### config.mk
export PLATFORM = sky130hd
export DESIGN_NAME = accel_motion_tilt_detector_top
export DESIGN_NICKNAME = d
export VERILOG_FILES = /design/src/hdl/amtd_pkg.sv /design/src/hdl/amtd_sqrt.sv /design/src/hdl/accel_motion_tilt_detector_top.sv
export SDC_FILE = /design/constraint.sdc
export NUM_CORES = 2
export LEC_CHECK = 0
export BUFFER_PORTS_ARGS = -buffer_cell sky130_fd_sc_hd__buf_2
export CORE_ASPECT_RATIO = 0.7
export CORE_MARGIN = 2
export CORE_UTILIZATION = 55
export DETAILED_ROUTE_END_ITERATION = 8
export PLACE_DENSITY = 0.75
export SETUP_SLACK_MARGIN = 0.05
export SLEW_MARGIN = 20
export SYNTH_ARGS = -nofsm -noshare
export SYNTH_HDL_FRONTEND = slang
export SYNTH_SLANG_ARGS = --single-unit
### constraint.sdc
create_clock -name i_clk -period 31.7 [get_ports i_clk]
set_input_delay 3.17 -clock i_clk [delete_from_list [all_inputs] [get_ports i_clk]]
set_output_delay 3.17 -clock i_clk [all_outputs]
set_load 0.01 [all_outputs]
### src/hdl/amtd_pkg.sv
// Package for the accelerometer motion and tilt detector.
// Request codes, register indexes and reset defaults. No dependencies.
`default_nettype none
package amtd_pkg;

    localparam int SAMPLE_BITS_DEF  = 16;
    localparam int MAX_BASELINE_DEF = 1024;

    // request codes
    localparam logic [1:0] REQ_SAMPLE  = 2'd0;
    localparam logic [1:0] REQ_MONITOR = 2'd1;
    localparam logic [1:0] REQ_FAIL    = 2'd2;

    // configuration port
    localparam int CFG_IW = 3;
    localparam int CFG_DW = 16;
    localparam logic [CFG_IW-1:0] CFG_SENSOR  = 3'd0;
    localparam logic [CFG_IW-1:0] CFG_VIB_TH  = 3'd1;
    localparam logic [CFG_IW-1:0] CFG_TILT_COS = 3'd2;
    localparam logic [CFG_IW-1:0] CFG_BSAMP   = 3'd3;
    localparam logic [CFG_IW-1:0] CFG_CONFIRM = 3'd4;
    localparam logic [CFG_IW-1:0] CFG_MIN_MAG = 3'd5;

    // register reset values
    localparam logic [15:0]        DEF_VIB_TH   = 16'd418;
    localparam logic signed [15:0] DEF_TILT_COS = 16'sd32269;
    localparam logic [10:0]        DEF_BSAMP    = 11'd32;
    localparam logic [15:0]        DEF_CONFIRM  = 16'd500;
    localparam logic [11:0]        DEF_MIN_MAG  = 12'd42;

endpackage
`default_nettype wire

### src/hdl/amtd_sqrt.sv
// Iterative integer square root, one result bit per cycle, rounded to nearest.
// Standalone; used by accel_motion_tilt_detector_top.
`default_nettype none
module amtd_sqrt #(
    parameter int QW = 34,
    parameter int RW = 16
) (
    input  wire logic          i_clk,
    input  wire logic          i_rst_n,
    input  wire logic          i_start,
    input  wire logic [QW-1:0] i_rad,
    output logic               o_done,
    output logic [RW-1:0]      o_root
);

    logic [QW-1:0] r_n, r_r, r_bit;
    logic          r_busy, r_done;
    logic [RW-1:0] r_root;
    logic [QW-1:0] rb, n2, r2, rf;

    always_comb begin
        rb = r_r + r_bit;
        if (r_n >= rb) begin
            n2 = r_n - rb;
            r2 = (r_r >> 1) + r_bit;
        end else begin
            n2 = r_n;
            r2 = r_r >> 1;
        end
        rf = r2 + QW'(n2 > r2);   // round: remainder above root
    end

    always_ff @(posedge i_clk) begin
        if (!i_rst_n) begin
            r_busy <= 1'b0;
            r_done <= 1'b0;
        end else begin
            r_done <= 1'b0;
            if (i_start) begin
                r_busy <= 1'b1;
                r_n    <= i_rad;
                r_r    <= '0;
                r_bit  <= QW'(1) << (QW - 2);
            end else if (r_busy) begin
                r_n   <= n2;
                r_r   <= r2;
                r_bit <= r_bit >> 2;
                if (r_bit == QW'(1)) begin
                    r_busy <= 1'b0;
                    r_done <= 1'b1;
                    r_root <= rf[RW-1:0];
                end
            end
        end
    end

    assign o_done = r_done;
    assign o_root = r_root;

endmodule
`default_nettype wire

### src/hdl/accel_motion_tilt_detector_top.sv
// Accelerometer motion and tilt detector, top level.
// Control words and plain calibration samples go straight to the output stage;
// a motion sample passes the sum of squares, the serial square root and the tilt products;
// the closing calibration sample runs the divider on each axis, then the square root.
// One word in flight at a time; a finished word waits in the output register.
// Reset (sync, active low) restores register defaults and the baseline 0,0,1 g.
`default_nettype none
module accel_motion_tilt_detector_top #(
    parameter int SAMPLE_BITS  = amtd_pkg::SAMPLE_BITS_DEF,
    parameter int MAX_BASELINE = amtd_pkg::MAX_BASELINE_DEF
) (
    input  wire logic                          i_clk,
    input  wire logic                          i_rst_n,
    // configuration
    input  wire logic                          i_cfg_we,
    input  wire logic [amtd_pkg::CFG_IW-1:0]   i_cfg_idx,
    input  wire logic [amtd_pkg::CFG_DW-1:0]   i_cfg_data,
    // input channel
    input  wire logic                          i_valid,
    output logic                               o_stall,
    input  wire logic [1:0]                    i_req_type,
    input  wire logic signed [SAMPLE_BITS-1:0] i_accel_x,
    input  wire logic signed [SAMPLE_BITS-1:0] i_accel_y,
    input  wire logic signed [SAMPLE_BITS-1:0] i_accel_z,
    input  wire logic [31:0]                   i_time_ms,
    input  wire logic                          i_monitor_enable,
    // output channel
    output logic                               o_valid,
    input  wire logic                          i_stall,
    output logic                               o_motion_detected,
    output logic                               o_calibrating,
    output logic                               o_monitoring,
    output logic                               o_over_threshold,
    output logic [SAMPLE_BITS-1:0]             o_vibration,
    output logic                               o_tilt_over
);
    import amtd_pkg::*;

    localparam int SB  = SAMPLE_BITS;
    localparam int CNT = $clog2(MAX_BASELINE + 1);   // sample counter
    localparam int SW  = SB + CNT;                    // axis sum
    localparam int DW  = SW + 1;                      // divider dividend
    localparam int DCW = $clog2(DW + 1);
    localparam int MW  = (SB + 1 > 17) ? SB + 1 : 17; // multiplier operand
    localparam int AW  = 2 * SB + 18;                 // accumulator
    localparam int QW  = 2 * SB + 2;                  // sum of squares
    localparam logic signed [SB-1:0] ONE_G = SB'(1) << (SB - 4);

    // sequencer states
    localparam logic [3:0] ST_IDLE  = 4'd0;
    localparam logic [3:0] ST_SQ    = 4'd1;  // sum of squares
    localparam logic [3:0] ST_SQS   = 4'd2;  // start root
    localparam logic [3:0] ST_SQW   = 4'd3;  // wait root
    localparam logic [3:0] ST_DOT   = 4'd4;  // dot product
    localparam logic [3:0] ST_RHS1  = 4'd5;  // bmag * mag
    localparam logic [3:0] ST_RHS2  = 4'd6;  // cos * low half
    localparam logic [3:0] ST_RHS3  = 4'd7;  // cos * high half
    localparam logic [3:0] ST_EVAL  = 4'd8;
    localparam logic [3:0] ST_DLOAD = 4'd9;
    localparam logic [3:0] ST_DIV   = 4'd10;
    localparam logic [3:0] ST_DONE  = 4'd11;

    // configuration registers
    logic               r_sensor;
    logic [15:0]        r_vib_th;
    logic signed [15:0] r_cos;
    logic [10:0]        r_bsamp;
    logic [15:0]        r_confirm;
    logic [11:0]        r_min_mag;

    // detector state
    logic                 r_mon, r_calib, r_exc, r_motion, r_tilt;
    logic [31:0]          r_since;
    logic [CNT-1:0]       r_cnt;
    logic signed [SW-1:0] r_sum [3];
    logic signed [SB-1:0] r_base [3];
    logic [SB-1:0]        r_bmag, r_vib;

    // working registers
    logic [3:0]           r_st;
    logic [1:0]           r_k;
    logic                 r_use_base;
    logic signed [SB-1:0] r_ax [3];
    logic [31:0]          r_time;
    logic signed [AW-1:0] r_acc, r_lhs;
    logic [2*SB-1:0]      r_prod;
    logic [SB-1:0]        r_mag;
    logic [DW-1:0]        r_q;
    logic [CNT-1:0]       r_rem;
    logic [DCW-1:0]       r_dcnt;
    logic                 r_neg;

    // output register
    logic          r_ov, r_o_motion, r_o_calib, r_o_mon, r_o_exc, r_o_tilt;
    logic [SB-1:0] r_o_vib;

    // shared multiplier
    logic signed [MW-1:0]   opa, opb;
    logic signed [2*MW-1:0] prod;
    logic signed [SB-1:0]   elem;

    always_comb begin
        elem = r_use_base ? r_base[r_k] : r_ax[r_k];
        opa  = '0;
        opb  = '0;
        case (r_st)
            ST_SQ: begin
                opa = MW'(elem);
                opb = MW'(elem);
            end
            ST_DOT: begin
                opa = MW'(r_base[r_k]);
                opb = MW'(r_ax[r_k]);
            end
            ST_RHS1: begin
                opa = MW'(r_bmag);
                opb = MW'(r_mag);
            end
            ST_RHS2: begin
                opa = MW'(r_cos);
                opb = MW'(r_prod[SB-1:0]);
            end
            ST_RHS3: begin
                opa = MW'(r_cos);
                opb = MW'(r_prod[2*SB-1:SB]);
            end
            default: ;
        endcase
        prod = opa * opb;
    end

    // square root unit
    logic          sq_start, sq_done;
    logic [SB-1:0] sq_root;

    assign sq_start = (r_st == ST_SQS);

    amtd_sqrt #(.QW(QW), .RW(SB)) u_sqrt (
        .i_clk   (i_clk),
        .i_rst_n (i_rst_n),
        .i_start (sq_start),
        .i_rad   (r_acc[QW-1:0]),
        .o_done  (sq_done),
        .o_root  (sq_root)
    );

    // calibration target, clamped to 1..MAX_BASELINE
    logic [CNT-1:0] tgt, cnt1;
    always_comb begin
        if (r_bsamp == '0)
            tgt = CNT'(1);
        else if (32'(r_bsamp) > 32'(MAX_BASELINE))
            tgt = CNT'(MAX_BASELINE);
        else
            tgt = CNT'(r_bsamp);
        cnt1 = r_cnt + CNT'(1);
    end

    // divider step and dividend load
    logic signed [DW-1:0] s_ext;
    logic [DW-1:0]        dvd;
    logic [CNT:0]         dtrial;
    always_comb begin
        s_ext  = DW'(r_sum[r_k]);
        dvd    = (s_ext[DW-1] ? DW'(-s_ext) : DW'(s_ext)) + DW'(r_cnt >> 1);
        dtrial = {r_rem, r_q[DW-1]};
    end

    // motion evaluation
    logic [SB-1:0] vib;
    logic          tilt, exceeds;
    always_comb begin
        vib  = (r_mag >= r_bmag) ? r_mag - r_bmag : r_bmag - r_mag;
        tilt = (32'(r_bmag) >= 32'(r_min_mag)) && (32'(r_mag) >= 32'(r_min_mag))
               && (r_lhs <= r_acc);
        exceeds = (32'(vib) >= 32'(r_vib_th)) || tilt;
    end

    logic accept, out_free;
    assign accept   = i_valid && !o_stall;
    assign out_free = !r_ov || !i_stall;
    assign o_stall  = (r_st != ST_IDLE);

    always_ff @(posedge i_clk) begin
        if (!i_rst_n) begin
            r_sensor  <= 1'b0;
            r_vib_th  <= DEF_VIB_TH;
            r_cos     <= DEF_TILT_COS;
            r_bsamp   <= DEF_BSAMP;
            r_confirm <= DEF_CONFIRM;
            r_min_mag <= DEF_MIN_MAG;
            r_mon     <= 1'b0;
            r_calib   <= 1'b0;
            r_exc     <= 1'b0;
            r_motion  <= 1'b0;
            r_tilt    <= 1'b0;
            r_since   <= '0;
            r_vib     <= '0;
            r_cnt     <= '0;
            for (int i = 0; i < 3; i++) r_sum[i] <= '0;
            r_base[0] <= '0;
            r_base[1] <= '0;
            r_base[2] <= ONE_G;
            r_bmag    <= SB'(ONE_G);
            r_st      <= ST_IDLE;
            r_ov      <= 1'b0;
        end else begin
            // a new result takes the output register, else a taken one leaves it
            if (r_st == ST_DONE && out_free) r_ov <= 1'b1;
            else if (!i_stall) r_ov <= 1'b0;

            if (i_cfg_we) begin
                case (i_cfg_idx)
                    CFG_SENSOR: begin
                        r_sensor <= i_cfg_data[0];
                        r_mon    <= 1'b0;
                        r_calib  <= 1'b0;
                        r_motion <= 1'b0;
                        r_exc    <= 1'b0;
                        r_since  <= '0;
                        r_vib    <= '0;
                        r_tilt   <= 1'b0;
                    end
                    CFG_VIB_TH:   r_vib_th  <= i_cfg_data;
                    CFG_TILT_COS: r_cos     <= $signed(i_cfg_data);
                    CFG_BSAMP:    r_bsamp   <= i_cfg_data[10:0];
                    CFG_CONFIRM:  r_confirm <= i_cfg_data;
                    CFG_MIN_MAG:  r_min_mag <= i_cfg_data[11:0];
                    default: ;
                endcase
            end

            case (r_st)
                ST_IDLE: begin
                    if (accept) begin
                        r_st <= ST_DONE;
                        if (i_req_type == REQ_MONITOR) begin
                            if (!r_sensor || (i_monitor_enable != r_mon)) begin
                                if (!r_sensor) begin
                                    r_mon   <= 1'b0;
                                    r_calib <= 1'b0;
                                end else begin
                                    r_mon   <= i_monitor_enable;
                                    r_calib <= i_monitor_enable;
                                    if (i_monitor_enable) begin
                                        r_cnt <= '0;
                                        for (int i = 0; i < 3; i++) r_sum[i] <= '0;
                                    end
                                end
                                r_motion <= 1'b0;
                                r_exc    <= 1'b0;
                                r_since  <= '0;
                                r_vib    <= '0;
                                r_tilt   <= 1'b0;
                            end
                        end else if (r_sensor && r_mon) begin
                            if (i_req_type == REQ_FAIL) begin
                                r_motion <= 1'b0;
                                r_exc    <= 1'b0;
                                r_since  <= '0;
                                r_vib    <= '0;
                                r_tilt   <= 1'b0;
                            end else if (i_req_type == REQ_SAMPLE) begin
                                if (r_calib) begin
                                    r_sum[0] <= r_sum[0] + SW'(i_accel_x);
                                    r_sum[1] <= r_sum[1] + SW'(i_accel_y);
                                    r_sum[2] <= r_sum[2] + SW'(i_accel_z);
                                    r_cnt    <= cnt1;
                                    if (cnt1 >= tgt) begin
                                        r_k  <= 2'd0;
                                        r_st <= ST_DLOAD;
                                    end
                                end else begin
                                    r_ax[0]    <= i_accel_x;
                                    r_ax[1]    <= i_accel_y;
                                    r_ax[2]    <= i_accel_z;
                                    r_time     <= i_time_ms;
                                    r_acc      <= '0;
                                    r_k        <= 2'd0;
                                    r_use_base <= 1'b0;
                                    r_st       <= ST_SQ;
                                end
                            end
                        end
                    end
                end
                ST_SQ: begin
                    r_acc <= r_acc + AW'(prod);
                    r_k   <= r_k + 2'd1;
                    if (r_k == 2'd2) r_st <= ST_SQS;
                end
                ST_SQS: r_st <= ST_SQW;
                ST_SQW: begin
                    if (sq_done) begin
                        if (r_use_base) begin
                            r_bmag   <= sq_root;
                            r_calib  <= 1'b0;
                            r_motion <= 1'b0;
                            r_exc    <= 1'b0;
                            r_since  <= '0;
                            r_vib    <= '0;
                            r_tilt   <= 1'b0;
                            r_st     <= ST_DONE;
                        end else begin
                            r_mag <= sq_root;
                            r_acc <= '0;
                            r_k   <= 2'd0;
                            r_st  <= ST_DOT;
                        end
                    end
                end
                ST_DOT: begin
                    r_acc <= r_acc + AW'(prod);
                    r_k   <= r_k + 2'd1;
                    if (r_k == 2'd2) r_st <= ST_RHS1;
                end
                ST_RHS1: begin
                    r_lhs  <= r_acc <<< 15;     // dot * 32768
                    r_prod <= prod[2*SB-1:0];
                    r_st   <= ST_RHS2;
                end
                ST_RHS2: begin
                    r_acc <= AW'(prod);
                    r_st  <= ST_RHS3;
                end
                ST_RHS3: begin
                    r_acc <= r_acc + (AW'(prod) <<< SB);
                    r_st  <= ST_EVAL;
                end
                ST_EVAL: begin
                    r_vib  <= vib;
                    r_tilt <= tilt;
                    if (!exceeds) begin
                        r_exc    <= 1'b0;
                        r_since  <= '0;
                        r_motion <= 1'b0;
                    end else if (!r_exc) begin
                        r_exc    <= 1'b1;
                        r_since  <= r_time;
                        r_motion <= 1'b0;
                    end else begin
                        r_motion <= (r_time - r_since) >= 32'(r_confirm);
                    end
                    r_st <= ST_DONE;
                end
                ST_DLOAD: begin
                    r_neg  <= r_sum[r_k][SW-1];
                    r_q    <= dvd;
                    r_rem  <= '0;
                    r_dcnt <= DCW'(DW);
                    r_st   <= ST_DIV;
                end
                ST_DIV: begin
                    if (r_dcnt == '0) begin
                        r_base[r_k] <= r_neg ? -SB'(r_q) : SB'(r_q);
                        if (r_k == 2'd2) begin
                            r_acc      <= '0;
                            r_k        <= 2'd0;
                            r_use_base <= 1'b1;
                            r_st       <= ST_SQ;
                        end else begin
                            r_k  <= r_k + 2'd1;
                            r_st <= ST_DLOAD;
                        end
                    end else begin
                        r_dcnt <= r_dcnt - DCW'(1);
                        if (dtrial >= {1'b0, r_cnt}) begin
                            r_rem <= CNT'(dtrial - {1'b0, r_cnt});
                            r_q   <= {r_q[DW-2:0], 1'b1};
                        end else begin
                            r_rem <= dtrial[CNT-1:0];
                            r_q   <= {r_q[DW-2:0], 1'b0};
                        end
                    end
                end
                ST_DONE: begin
                    if (out_free) begin
                        r_o_motion <= r_motion;
                        r_o_calib  <= r_calib;
                        r_o_mon    <= r_mon;
                        r_o_exc    <= r_exc;
                        r_o_vib    <= r_vib;
                        r_o_tilt   <= r_tilt;
                        r_st       <= ST_IDLE;
                    end
                end
                default: r_st <= ST_IDLE;
            endcase
        end
    end

    assign o_valid           = r_ov;
    assign o_motion_detected = r_o_motion;
    assign o_calibrating     = r_o_calib;
    assign o_monitoring      = r_o_mon;
    assign o_over_threshold  = r_o_exc;
    assign o_vibration       = r_o_vib;
    assign o_tilt_over       = r_o_tilt;

endmodule
`default_nettype wire
* After elaboration in Yosys (flattened, before gate mapping) *
Memory sizes are Yosys's and may differ from the RTL's. A register that Yosys moved wholly into a read port is not among the register bits.
Cells that the tools add are included.

storage, ports and cells
  RAM bits = 177
  register bits after elaboration = 494
  logic and storage cells = 375
  bits of input ports = 107
  memories = 3

memories
  memory  words  width  read ports  clocked after Yosys merged registers in  wr ports  line                                  text
  r_sum   3      27     4           1                                        3         accel_motion_tilt_detector_top.sv:75  logic signed [SW-1:0] r_sum [3];
  r_ax    3      16     1           1                                        3         accel_motion_tilt_detector_top.sv:83  logic signed [SB-1:0] r_ax [3];
  r_base  3      16     1           1                                        3         accel_motion_tilt_detector_top.sv:76  logic signed [SB-1:0] r_base [3];

cells by class
  multipliers = 1
  equal/unequal tests = 41
  reductions and logical operators = 50
  $add $sub $neg = 19
  bitwise operators = 13
  $lt $le $gt $ge = 11
  multiplexer cells = 197

operators by type and width
  cell              number
  $mux 50           10
  $mux 32           11
  $pmux 50 s6       1
  $mux 16           13
  $mux 34           5
  $mux 27           6
  $mux 11           12
  $pmux 32 s3       1
  $mux 1            92
  $pmux 17 s5       1
  $add 27x16->27    3
  $pmux 17 s4       1
  $mux 28           2
  $pmux 28 s2       1
  $mux 4            13
  $add 50x34->50    1
  $add 50x50->50    1
  $le 50x50->1      1
  $pmux 16 s3       1
  $pmux 4 s12       1
  $add 33x33->34    1
  $add 34x33->34    1
  $ge 34x34->1      1
  $gt 34x34->1      1
  65 further kinds  151

* Logic depth before layout (Yosys ltp) *
  depth in word-level cells = 13
  depth in mapped cells = 49
  gate-level depth less buffers = 43

* Cells and area by module *
Synthesis repeated with hierarchy kept, for this count alone.

unflattened totals
  cell total of the unflattened synthesis = 6,406
  area total of the unflattened synthesis = 59,384.5 µm²

by module, submodules not included
  module                          sequential area each (µm²)  cells each  area each (µm²)  instances
  accel_motion_tilt_detector_top  16,005.4                    5,357       49,764.0         1
  amtd_sqrt                       3,072.9                     1,049       9,620.5          1

* Worst setup path after synthesis *
No wires, ideal clock.

  kind = register to register
  start = register (tool-made name)
  end = register r_acc[48] (data pin)
  library setup time = 0.261 ns
  cell stages (with the launch flop) = 43
  required time = 31.439 ns
  path slack = 20.510 ns
  buffers on the path = 7
  data arrival time = 10.929 ns
  cells stage by stage = dfxtp_1 > buf_6 > buf_6 > buf_2 > buf_2 > buf_2 > mux2i_1 > nor2_1 > a21oi_1 > o21ai_0 > a21oi_1 > clkbuf_1 > nor2_1 > fa_1 > inv_1 > fa_1 > fa_1 > fa_1 > [7 not listed] > o41a_1 > o31ai_1 > a31oi_1 > o21ai_1 > a31oi_1 > xnor2_1 > ha_1 > clkbuf_1 > a21o_1 > a21o_1 > a21o_1 > a21o_1 > a21oi_1 > o21a_1 > o2111ai_1 > and3_1 > xor2_1 > a221o_1

RTL lines
  what                  line                                   text
  end signal, assigned  accel_motion_tilt_detector_top.sv:288  r_acc <= r_acc + AW'(prod);
  end signal, assigned  accel_motion_tilt_detector_top.sv:313  r_acc <= r_acc + AW'(prod);
  end signal, assigned  accel_motion_tilt_detector_top.sv:323  r_acc <= AW'(prod);
  end, declared         accel_motion_tilt_detector_top.sv:85   logic signed [AW-1:0] r_acc, r_lhs;

* Worst setup path after layout *
  start = register r_st[3]
  end = register r_acc[47] (data pin)

on the way
  longest elaborated chain between the ends = 6

ends and longest elaborated chain
  what                                              line                                                                                                                 text
  start, declared                                   accel_motion_tilt_detector_top.sv:80                                                                                 logic [3:0] r_st;
  start signal, assigned                            accel_motion_tilt_detector_top.sv:205                                                                                r_st <= ST_IDLE;
  start signal, assigned                            accel_motion_tilt_detector_top.sv:236                                                                                r_st <= ST_DONE;
  start signal, assigned                            accel_motion_tilt_detector_top.sv:271                                                                                r_st <= ST_DLOAD;
  $eq 4x3->1                                        accel_motion_tilt_detector_top.sv:106                                                                                case (r_st)
  $reduce_or 2->1 (no source line)                  n/a
  $pmux 17 s4                                       accel_motion_tilt_detector_top.sv:106
  $mul 17x17->34 *                                  accel_motion_tilt_detector_top.sv:129                                                                                prod = opa * opb;
  named net prod[30]                                accel_motion_tilt_detector_top.sv:99                                                                                 logic signed [2*MW-1:0] prod;
  $add 50x50->50 or $add 50x34->50 (tied branches)  accel_motion_tilt_detector_top.sv:327, accel_motion_tilt_detector_top.sv:288, accel_motion_tilt_detector_top.sv:313
  $pmux 50 s6 *                                     accel_motion_tilt_detector_top.sv:233                                                                                case (r_st)
  end signal, assigned                              accel_motion_tilt_detector_top.sv:313
  end signal, assigned                              accel_motion_tilt_detector_top.sv:323
  end signal, assigned                              accel_motion_tilt_detector_top.sv:327                                                                                r_acc <= r_acc + (AW'(prod) <<< SB);

Mark *: on every way through the listed nets, which the timed path passes. The rest lies on a longest branch.
A chain may end at the register's enable or synchronous reset.

==> impl_metrics.py <==
metrics = {
    "status": {
        "outcome": "completed",
    },
    "route": {
        "viasPerCell": 6.21,
        "drtPass1Iterations": 7,
        "wl_mm": 176,
        "vias": 48100,
        "antenna_left": 0,
        "drt_iter0_markers": 6158,
        "drc": 0,
        "wl_per_cell_um": 22.7,
    },
    "min_path": {
        "hold_path_end": "o_vibration[14]",
        "min-delay-start": "r_vib[14]",
        "min-delay-path-class": "flip-flop to flip-flop",
        "min_delay_path_depth": 0,
    },
    "final_layout": {
        "nets": 7234,
        "layout-drive-gt1-share_pct": 7.49,
        "area_growth_pct": 8.31,
    },
    "grt": {
        "grt_pass1_vias": 44300,
        "grt_max_degree": 81,
        "antenna_found_initial": 9,
        "track_usage_pct": 31.5,
        "grt_overflow_total": 0,
        "grt_pass1_wl_mm": 267,
    },
    "cts": {
        "cts_inserted_buffers": 75,
        "clock-sinks": 689,
        "clk_pin_slew_ns": 0.07,
        "post_cts_buffers": 0,
        "htree_levels": 3,
        "clockRootBuffer": "clkbuf_16",
        "clk_path_buf_depth": 3,
        "cts_tree": "done",
        "cts_hold_buf": 0,
        "clkLatencyLatePin_ns": 0.70,
        "cts_resized": 0,
    },
    "timing": {
        "skew_ns": 0.0355,
        "finalSetupViolations": 0,
        "finalHoldViolCount": 0,
        "max_freq_mhz": 79.2,
        "max-slew-margin-rel_pct": 18.5,
        "holdWs_ns": 0.434,
        "fin_crit_sh_pct": 39.8,
        "finalMaxSlewViolations": 0,
        "rsz0062_at_grt": "no",
        "min_period_ns": 12.63,
        "setup_tns_ns": 0,
        "worst-slew-pin-transition_ns": 1.22,
    },
    "critical_path": {
        "worstPathArrival_ns": 13.02,
        "reg2reg_slack_ns": 19.07,
        "cp-end-kind": "flip-flop",
        "r2r_cells": 40,
        "crit_slowest_cell": "dfxtp_1",
        "reg2reg_from": "r_st[3]",
        "cp.required_ns": 32.09,
        "worstPathMaxFanout": 50,
        "cp_common_cell": "fa_1",
        "crit_path_start_kind": "flip-flop",
        "crit_family": "compound AO/OA/AOI/OAI gates",
        "rr_endpoint": "r_acc[47]",
        "crit_buf_inv": 5,
        "cpPeakStageDelay_ns": 0.89,
        "worstSetupPathType": "flip-flop to flip-flop",
    },
    "logic_synthesis": {
        "syn_avg_cell_area_um2": 9.41,
        "yosysMostFrequentCell": "nor2_1",
        "synth_edf_count": 528,
        "async_flop_share_pct": 0,
        "yosysTopAreaCell": "edfxtp_1",
        "netlist_top_cells_count": "nor2_1 (630), nand2_1 (619), inv_1 (587), ha_1 (551), edfxtp_1 (528)",
        "synth_seq_cells": 689,
        "synthFlopType": "edfxtp_1",
        "netlist_area_um2": 58400,
        "synthDistinctLibCells": 105,
        "yosysWarnings": 0,
        "syn-num-nets": 7171,
        "netlist.area_leader.share_pct": 27.1,
        "synth.area.top_cells": "edfxtp_1 (27%), ha_1 (12%), fa_1 (11%)",
        "synth_cells": 6206,
        "seq_area_frac_synth_pct": 32.7,
    },
    "floorplanning": {
        "start_util_pct": 55.7,
        "die_x_um": 394,
        "die-area_um2": 109000,
        "coreArea_um2": 105000,
        "num_rows": 99,
        "ios": 130,
        "die_h_um": 277,
    },
    "placed_design": {
        "port_buffers": 129,
        "gp_congestion": 1.03,
        "dpl.hpwl_mm": 137,
    },
    "power": {
        "p_per_area_nw_per_um2": 89.4,
        "power_leakage_uw": 0.0270,
        "finalPower_uw": 5660,
        "vdd.ir_drop.worst_uv": 88.5,
    },
    "flow_run": {
        "cap_viol_max_count": 0,
    },
}
layer usage:
| metal | GRT usage (%) | vias up | wire length (um) |
|---|---|---|---|
| met1 | 49.5 | 23300 | 80100 |
| met5 | 0 | - | 21 |
| met2 | 41.4 | 2508 | 68200 |
| met3 | 10.2 | 242 | 24200 |
| li1 | - | 22100 | - |
| met4 | 6.66 | 4 | 3530 |
state kept, by name (all words and copies together), names as in the netlist, 11 cells and up, named ones only:
| name | flops |
|---|---|
| o_vibration | 16 |
| r_acc | 50 |
| r_ax | 48 |
| r_base | 64 |
| r_bmag | 16 |
| r_bsamp | 11 |
| r_cnt | 11 |
| r_confirm | 16 |
| r_cos | 16 |
| r_lhs | 35 |
| r_mag | 16 |
| r_min_mag | 12 |
| r_prod | 32 |
| r_q | 28 |
| r_rem | 11 |
| r_since | 32 |
| r_sum | 81 |
| r_time | 32 |
| r_vib | 16 |
| r_vib_th | 16 |
| u_sqrt.o_root | 16 |
| u_sqrt.r_bit | 17 |
| u_sqrt.r_n | 34 |
| u_sqrt.r_r | 34 |
placed cells by master, fill, tap and decap left out, drive strengths merged, types with 166 or more instances in the layout:
cell | Yosys | final
a21o | 183 | 183
buf | 37 | 198
inv | 588 | 594
nand2 | 620 | 620
fa | 307 | 307
a21oi | 363 | 363
xor2 | 166 | 166
xnor2 | 209 | 209
o21ai | 267 | 267
nor2 | 631 | 631
edfxtp | 528 | 528
ha | 551 | 551
through the flow:
stage | instances | setup slack [ns] | util, % | area [um2]
2_1_floorplan | 6206 | 20.51 | - | 58400
3_3_place_gp | 7606 | 19.62 | 57.9 | 60700
3_5_place_dp | 7606 | 19.39 | 57.9 | 60700
4_1_cts | 7745 | 19.34 | 60.3 | 63200
5_1_grt | 7746 | 18.29 | 60.4 | 63300
6_report | 7747 | 19.07 | 60.4 | 63300
cell type report:
| cell class | count | area (um2) |
|---|---|---|
| Multi-Input combinational cell | 4713 | 36500 |
| Clock inverter | 42 | 520 |
| Antenna cell | 2 | 5.00 |
| Sequential cell | 689 | 19100 |
| Fill cell | 8853 | 41500 |
| Clock buffer | 97 | 2040 |
| Tap cell | 1414 | 1770 |
| Timing Repair Buffer | 198 | 1170 |
| Inverter | 592 | 2220 |
report_power, final:
part	internal, uW	switching, uW
Combinational	1300	2120
Clock	515	410
Sequential	1180	138
cells by family (layout without fill, tap and decap cells):
group,count (synthesis),in the layout,share of synthesized area [%]
xor+xnor,375,375,5.64
compound gates,1464,1464,16.6
mux,122,122,2.65
other cells,0,2,0
fa+ha+maj,858,858,22.3
buf+inv,804,929,5.25
flops,689,689,32.7
simple gates,1894,1894,14.9
worst max-delay path by stage:
stage	start	end	slack (ns)	cells past startpoint
floorplan	flip-flop	r_acc[48]	20.51	42
global placement	flip-flop	r_acc[47]	19.62	39
detailed placement	flip-flop	r_acc[47]	19.39	39
CTS	flip-flop	r_acc[47]	19.34	39
global route	flip-flop	r_acc[47]	18.29	39
finish	r_st[3]	r_acc[47]	19.07	40
(Power assumes the default switching activity.)
